### config.mk
export PLATFORM = sky130hd
export DESIGN_NAME = asl_ctrl
export DESIGN_NICKNAME = d
export VERILOG_FILES = /design/src/rtl/asl_pkg.sv /design/src/rtl/asl_ctrl.sv
export SDC_FILE = /design/constraint.sdc
export NUM_CORES = 1
export LEC_CHECK = 0
export BUFFER_PORTS_ARGS = -buffer_cell sky130_fd_sc_hd__buf_2
export CORE_MARGIN = 5
export CORE_UTILIZATION = 45
export CTS_CLUSTER_DIAMETER = 50
export DETAILED_ROUTE_END_ITERATION = 8
export PLACE_DENSITY = 0.73
export REMOVE_ABC_BUFFERS = 1
export SKIP_CTS_REPAIR_TIMING = 1
export SLEW_MARGIN = 5
export SYNTH_ARGS = -nofsm -noshare
export SYNTH_HDL_FRONTEND = slang
export SYNTH_SLANG_ARGS = --single-unit
export TNS_END_PERCENT = 5
### constraint.sdc
create_clock -name clk -period 4.7 [get_ports clk]
set_clock_uncertainty 0.05 [all_clocks]
set_input_delay 0.235 -clock clk [delete_from_list [all_inputs] [get_ports clk]]
set_output_delay 0.235 -clock clk [all_outputs]
set_load 0.03 [all_outputs]
### src/rtl/asl_pkg.sv
// Shared types and constants for the averaged sensor logger.
`default_nettype none

package asl_pkg;

  // Command codes carried with each input transaction
  localparam logic [1:0] CMD_SAMPLE      = 2'd0;
  localparam logic [1:0] CMD_TICK        = 2'd1;
  localparam logic [1:0] CMD_ERASE_BEGIN = 2'd2;
  localparam logic [1:0] CMD_ERASE_DONE  = 2'd3;

  // Register indexes on the write port
  localparam logic REG_INTERVAL = 1'b0;
  localparam logic REG_WEIGHT   = 1'b1;

  localparam logic [15:0] INTERVAL_RESET = 16'd60;
  localparam logic [15:0] WEIGHT_RESET   = 16'd10923;
  localparam logic [6:0]  ERASE_MAX      = 7'd127;
  localparam logic [31:0] AVG_MAX        = 32'hFFFF_0000;

  typedef struct packed {
    logic [15:0] first_temperature;
    logic [15:0] first_humidity;
    logic [15:0] second_temperature;
    logic [15:0] second_humidity;
  } pair_t;

  typedef struct packed {
    logic  emit;
    pair_t pair;
  } ctrl_out_t;

endpackage

`default_nettype wire

### src/rtl/asl_ctrl.sv
// Countdown, capture slots, pair flushing and erase tracking.
`default_nettype none

module asl_ctrl (
  input  wire logic                 clk,
  input  wire logic                 rst,
  input  wire logic                 fire,
  input  wire logic [1:0]           cmd,
  input  wire logic [15:0]          elapsed_s,
  input  wire logic [15:0]          interval,
  input  wire logic [15:0]          temp_round,
  input  wire logic [15:0]          hum_round,
  output asl_pkg::ctrl_out_t        result
);

  logic [15:0] remaining, remaining_next;
  logic [31:0] slot0, slot0_next;
  logic [31:0] slot1, slot1_next;
  logic        slot_index, slot_index_next;
  logic        pair_ready, pair_ready_next;
  logic [6:0]  pending, pending_next;
  logic        writable, writable_next;
  logic        emit;
  logic [16:0] count_diff;
  logic        expire;

  assign count_diff = {1'b0, remaining} - {1'b0, elapsed_s};
  assign expire     = count_diff[16] || (count_diff == 17'd0);

  always_comb begin
    remaining_next  = remaining;
    slot0_next      = slot0;
    slot1_next      = slot1;
    slot_index_next = slot_index;
    pair_ready_next = pair_ready;
    pending_next    = pending;
    writable_next   = writable;
    emit            = 1'b0;
    unique case (cmd)
      asl_pkg::CMD_SAMPLE: begin
      end
      asl_pkg::CMD_TICK: begin
        if (expire) begin
          remaining_next  = interval;
          slot_index_next = ~slot_index;
          if (slot_index) begin
            slot1_next      = {hum_round, temp_round};
            pair_ready_next = 1'b1;
          end else begin
            slot0_next = {hum_round, temp_round};
          end
        end else begin
          remaining_next = count_diff[15:0];
        end
        emit = pair_ready_next && writable;
        if (emit) begin
          pair_ready_next = 1'b0;
        end
      end
      asl_pkg::CMD_ERASE_BEGIN: begin
        if (pending != asl_pkg::ERASE_MAX) begin
          pending_next = pending + 7'd1;
        end
        writable_next = 1'b0;
      end
      asl_pkg::CMD_ERASE_DONE: begin
        if (pending != 7'd0) begin
          pending_next = pending - 7'd1;
        end
        writable_next   = (pending_next == 7'd0);
        emit            = pair_ready;
        pair_ready_next = 1'b0;
      end
      default: begin
      end
    endcase
  end

  always_ff @(posedge clk) begin
    if (rst) begin
      remaining  <= asl_pkg::INTERVAL_RESET;
      slot_index <= 1'b0;
      pair_ready <= 1'b0;
      pending    <= 7'd0;
      writable   <= 1'b1;
    end else if (fire) begin
      remaining  <= remaining_next;
      slot_index <= slot_index_next;
      pair_ready <= pair_ready_next;
      pending    <= pending_next;
      writable   <= writable_next;
    end
  end

  // slots hold no meaning until captured
  always_ff @(posedge clk) begin
    if (fire) begin
      slot0 <= slot0_next;
      slot1 <= slot1_next;
    end
  end

  assign result.emit                    = fire && emit;
  assign result.pair.first_temperature  = slot0_next[15:0];
  assign result.pair.first_humidity     = slot0_next[31:16];
  assign result.pair.second_temperature = slot1_next[15:0];
  assign result.pair.second_humidity    = slot1_next[31:16];

endmodule

`default_nettype wire

== After elaboration in Yosys (flattened, before gate mapping) ==
Index checks and enable logic that the tools add are counted.

* Register bits after elaboration: 90
* Output and inout bits: 65

* Add/subtract/negate cells: 3
* Eq/ne operators: 5
* Mux-type cells: 18
* Bitwise logic cells: 1
* Reduce and logical (&&, ||, !) cells: 13

{| class="wikitable"
|+ Operators by type and width
! kind !! number
|-
| $mux W32 || 6
|-
| $mux W7 || 3
|-
| $logic_not A17 Y1 || 1
|-
| $sub A16 B16 Y17 || 1
|-
| $mux W16 || 1
|-
| $pmux W7 S2 || 1
|-
| $add A7 B1 Y7 const B || 1
|-
| $logic_not A7 Y1 || 1
|-
| $ne A7 B7 Y1 const B || 1
|-
| $reduce_bool A7 Y1 || 1
|-
| $sub A7 B1 Y7 const B || 1
|-
| $pmux W1 S2 || 3
|-
| $reduce_and A2 Y1 || 3
|-
| $reduce_and A3 Y1 || 2
|-
| $eq A2 B2 Y1 const B || 2
|-
| $mux W1 || 4
|-
| $reduce_bool A2 Y1 || 2
|-
| $eq A2 B1 Y1 const B || 1
|-
| $logic_and A1 B1 Y1 || 2
|-
| $ne A2 B2 Y1 const B || 1
|-
| $logic_or A1 B1 Y1 || 1
|-
| $not A1 Y1 || 1
|}

== Depth between registers and ports, before layout ==
* Word-level depth: 8
* Depth in mapped cells: 16

== Worst setup path before layout ==
No wires, ideal clock.

* Path kind: reg2reg
* From: reg remaining[0]
* To: reg slot0[10] (data pin)
* Library setup time: 278 ps
* Data arrival time: 3,617 ps
* Data required time: 4,372 ps
* Setup slack: 755 ps
* Stages on the path, launching flop included: 16
* Clock period less this slack: 3,945 ps
* Cells stage by stage: dfxtp_1 -> inv_1 -> ha_1 -> fa_1 -> nand2b_1 -> a21oi_1 -> nor4b_1 -> or3b_2 -> a21oi_1 -> o2111ai_1 -> o31a_1 -> buf_6 -> or4b_4 -> buf_6 -> buf_12 -> mux2_4

{| class="wikitable"
|+ RTL lines
! item !! RTL line !! source
|-
| start: declaration || asl_ctrl.sv:16 || <nowiki>logic [15:0] remaining, remaining_next;</nowiki>
|-
| start signal: assignment || asl_ctrl.sv:81 || <nowiki>remaining <= asl_pkg::INTERVAL_RESET;</nowiki>
|-
| start signal: assignment || asl_ctrl.sv:87 || <nowiki>remaining <= remaining_next;</nowiki>
|-
| end signal: assignment || asl_ctrl.sv:98 || <nowiki>slot0 <= slot0_next;</nowiki>
|-
| end: declaration || asl_ctrl.sv:17 || <nowiki>logic [31:0] slot0, slot0_next;</nowiki>
|}

==> impl_metrics.prom <==
# TYPE chip_impl_metric gauge
chip_impl_metric{name="post-route-period-util",unit=""} 0.970
chip_impl_metric{name="die_h",unit="µm"} 118
chip_impl_metric{name="port_buffers",unit=""} 133
chip_impl_info{name="status",value="complete, no violations"} 1
chip_impl_info{name="hold_path.class",value="in2reg"} 1
chip_impl_metric{name="insertion_delay",unit="ns"} 0.35
chip_impl_metric{name="cts_max_path_buffers",unit=""} 2
chip_impl_metric{name="route.detailed.wl_per_inst",unit="µm"} 18.4
chip_impl_metric{name="synth.cell_area",unit="µm²"} 5270
chip_impl_metric{name="total_wirelength_of_the_detailed_routed_design",unit="µm"} 13800
chip_impl_info{name="cp_most_frequent_cell",value="sky130_fd_sc_hd__a21oi_2"} 1
chip_impl_metric{name="max_freq",unit="MHz"} 219
chip_impl_metric{name="worst_slew_margin_rel",unit=""} 0.435
chip_impl_metric{name="first_global_vias",unit=""} 4073
chip_impl_metric{name="dpl_cell_area",unit="µm²"} 6010
chip_impl_info{name="synth-main-ff-cell",value="sky130_fd_sc_hd__edfxtp_1"} 1
chip_impl_metric{name="setup_violations",unit=""} 0
chip_impl_metric{name="avgViaCountPerCell",unit=""} 5.71
chip_impl_metric{name="fin_worst_hold_slack",unit="ns"} 0.0634
chip_impl_metric{name="layout_nets",unit=""} 692
chip_impl_metric{name="path_clk_slew",unit="ns"} 0.07
chip_impl_metric{name="final_critical_path_time_including_i_o_delays_and_setup",unit="ns"} 4.56
chip_impl_metric{name="worst_slew_pin_slew",unit="ns"} 0.848
chip_impl_metric{name="timing.setup.tns",unit="ns"} 0
chip_impl_metric{name="finalInstanceArea",unit="µm²"} 6520
chip_impl_metric{name="preCtsSetupSlack",unit="ns"} 0.343
chip_impl_metric{name="cts.htree.levels",unit=""} 3
chip_impl_metric{name="multiInputGateArea",unit="µm²"} 2630
chip_impl_metric{name="ios",unit=""} 134
chip_impl_metric{name="report.final.slew_viol_count",unit=""} 0
chip_impl_metric{name="drv.max_cap_violation_count",unit=""} 0
chip_impl_metric{name="drc",unit=""} 0
chip_impl_metric{name="max-vdd-ir-drop",unit="mV"} 0.261
chip_impl_metric{name="timing.critical_path.arrival",unit="ns"} 4.27
chip_impl_metric{name="place_congestion",unit=""} 0.869
chip_impl_metric{name="initialDrtViolationCount",unit=""} 465
chip_impl_metric{name="floorplan.core_area",unit="µm²"} 11500
chip_impl_metric{name="pwr_density_cell",unit="nW/µm²"} 348
chip_impl_metric{name="synth_seq_cells",unit=""} 90
chip_impl_metric{name="async_reset_ff_frac",unit=""} 0
chip_impl_metric{name="n_fill_cell",unit=""} 938
chip_impl_info{name="synth_top_cells_by_area",value="sky130_fd_sc_hd__edfxtp_1 36%, sky130_fd_sc_hd__dfxtp_1 9.9%, sky130_fd_sc_hd__mux2_4 8.5%, sky130_fd_sc_hd__mux2_2 7.5%, sky130_fd_sc_hd__ha_1 4.5%"} 1
chip_impl_metric{name="grt-ovfl-total",unit=""} 0
chip_impl_metric{name="postLayoutSetupSlackWorst",unit="ns"} 0.143
chip_impl_metric{name="finalCoreUtilization",unit=""} 0.569
chip_impl_metric{name="die_w",unit="µm"} 118
chip_impl_metric{name="worst-r2r-cell-count",unit=""} 14
chip_impl_metric{name="worst_hold_path.num_cells",unit=""} 2
chip_impl_metric{name="critPathMaxStageDelay",unit="ns"} 0.51
chip_impl_metric{name="detailedRoute.firstPassIterationCount",unit=""} 4
chip_impl_metric{name="synthDominantCellAreaShare",unit=""} 0.364
chip_impl_info{name="timing.critical_path.cells",value="inv_1 -> ha_1 -> fa_1 -> nand2b_4 -> a21oi_2 -> nor4b_1 -> or3b_2 -> a21oi_2 -> o2111ai_2 -> o31a_1 -> buf_4 -> or4b_4 -> buf_12 -> mux2_4 -> buf_2"} 1
chip_impl_metric{name="yosysWarningCount",unit=""} 0
chip_impl_metric{name="insertedDiodeCount",unit=""} 0
chip_impl_metric{name="largest_net_degree_at_the_start_of_global_routing",unit=""} 68
chip_impl_info{name="synth_top_area_cell",value="sky130_fd_sc_hd__edfxtp_1"} 1
chip_impl_info{name="worst_setup_path_end_kind",value="output pin"} 1
chip_impl_metric{name="cts_inserted_buffers",unit=""} 9
chip_impl_info{name="critPathKind",value="reg2out"} 1
chip_impl_metric{name="regArea",unit="µm²"} 2440
chip_impl_metric{name="postSynthAreaPerCell",unit="µm²"} 11.3
chip_impl_metric{name="gr-usage-all-layers",unit=""} 0.181
chip_impl_metric{name="critical_path.max_fanout",unit=""} 12
chip_impl_metric{name="dr_total_vias",unit=""} 4290
chip_impl_metric{name="number_of_antenna_violations_at_the_first_check_in_global_routing",unit=""} 0
chip_impl_metric{name="leakage",unit="nW"} 2.80
chip_impl_metric{name="syn-instance-count",unit=""} 468
chip_impl_metric{name="edff_count_synth",unit=""} 64
chip_impl_info{name="cts_tree",value="yes"} 1
chip_impl_metric{name="grt_pass1_wl",unit="µm"} 21000
chip_impl_info{name="critical_path_launch_point_type",value="register"} 1
chip_impl_info{name="ctsRootBufferMaster",value="sky130_fd_sc_hd__clkbuf_16"} 1
chip_impl_metric{name="floorplan.rows",unit=""} 39
chip_impl_metric{name="cts_sinks",unit=""} 90
chip_impl_metric{name="sequential_cell_area_fraction_in_the_yosys_report",unit=""} 0.463
chip_impl_metric{name="hold_viol",unit=""} 0
chip_impl_metric{name="synth_cell_type_count",unit=""} 66
chip_impl_metric{name="worst_ep_required_time",unit="ns"} 4.41
chip_impl_metric{name="synthToLayoutAreaGrowth",unit="%"} 23.7
chip_impl_metric{name="die-area",unit="µm²"} 14000
chip_impl_metric{name="fraction_of_layout_cells_with_a_size_suffix_above_1",unit=""} 0.403
chip_impl_info{name="critPathSlowestCell",value="sky130_fd_sc_hd__or4b_4"} 1
chip_impl_metric{name="detail-route-antenna-nets",unit=""} 0
chip_impl_metric{name="start_util",unit=""} 0.460
chip_impl_metric{name="dp.final_hpwl",unit="µm"} 9280
==> cells by family (layout without fill, tap and decap cells) <==
logic type,Yosys count,after routing,synth area share
AO/OA/AOI/OAI,97,97,0.125
adder cells (fa/ha/maj),20,20,0.0489
XOR/XNOR,10,10,0.0166
flip-flops,90,90,0.463
buffers and inverters,47,186,0.0477
AND/OR/NAND/NOR,136,137,0.133
multiplexers,68,68,0.166
==> worst max-delay path: cells and delay by family (launching register included) <==
kind	cells	cell delay, ns
DFF	1	0.33
adders and majority gates	2	0.62
buffers and inverters	4	0.55
muxes	1	0.31
AOI/OAI and AO/OA	4	0.84
and+or+nand+nor	4	1.26
==> synth_stat cells, drive strengths merged, types with 4 or more instances <==
master  count
and3       10
a31oi       4
clkbuf     15
o21ai      16
and2        4
nand2      19
dfxtp      26
xnor2       7
nor4        5
a221oi      6
nor2       39
nand3      13
inv        22
nor2b       4
o31ai       4
edfxtp     64
ha         19
buf        10
nor3       21
a21oi      31
o21a        4
mux2       65
a211oi      6
==> state kept, by name, indices dropped and copies added, names as in the netlist <==
| name | cells |
|---|---|
| pair_ready | 1 |
| pending | 7 |
| remaining | 16 |
| slot0 | 32 |
| slot1 | 32 |
| slot_index | 1 |
| writable | 1 |
==> placed cells by master (no fill, tap or decap), types with 19 or more instances in the layout <==
cell                       instances
sky130_fd_sc_hd__buf_2           133
sky130_fd_sc_hd__edfxtp_1         64
sky130_fd_sc_hd__nor2_1           39
sky130_fd_sc_hd__mux2_2           35
sky130_fd_sc_hd__mux2_4           30
sky130_fd_sc_hd__a21oi_1          27
sky130_fd_sc_hd__dfxtp_1          26
sky130_fd_sc_hd__inv_1            22
sky130_fd_sc_hd__nor3_1           20
sky130_fd_sc_hd__nand2_1          19
sky130_fd_sc_hd__ha_1             19
==> final cells by class <==
type,instances,share of cell area
timing repair buffer,148,0.132
sequential,90,0.374
clock buffer,9,0.0345
multi-input combinational,332,0.403
tap,143,0.0274
clock inverter,7,0.0161
inverter,22,0.0127
==> routing by layer <==
layer | track usage | wire [µm] | up-vias | share of wire
met5 | 0 | 0 | - | 0
met4 | 0.0667 | 281 | 0 | 0.020
met3 | 0.0425 | 1120 | 27 | 0.081
met2 | 0.282 | 6400 | 188 | 0.46
met1 | 0.246 | 6030 | 2041 | 0.44
li1 | - | - | 2034 | -
==> final timing paths <==
kind	slack, ns	to	start
hold reg to reg	0.43	pair_ready$_SDFFE_PP0P_	pair_ready$_SDFFE_PP0P_
hold / removal	0.06	remaining[2]$_SDFFE_PP1P_	interval[2]
setup reg to reg	0.66	slot0[16]$_DFFE_PP_	remaining[0]$_SDFFE_PP0P_
setup / recovery	0.14	result[59]	remaining[0]$_SDFFE_PP0P_
==> per-stage QoR <==
stage / power, W / instances
floorplan: 0.00129 / 443
global placement: 0.00144 / 725
detailed placement: 0.00145 / 725
CTS: 0.00227 / 741
global route: 0.00237 / 751
finish: 0.00227 / 751
==> report_power, final <==
| group | switching [W] | total, W | internal [W] |
|---|---|---|---|
| Clock | 0.000335 | 0.000811 | 0.000477 |
| Combinational | 0.000320 | 0.000526 | 0.000206 |
| Sequential | 0.0000225 | 0.000935 | 0.000912 |
No activity file was read; power rests on OpenSTA's default activity.
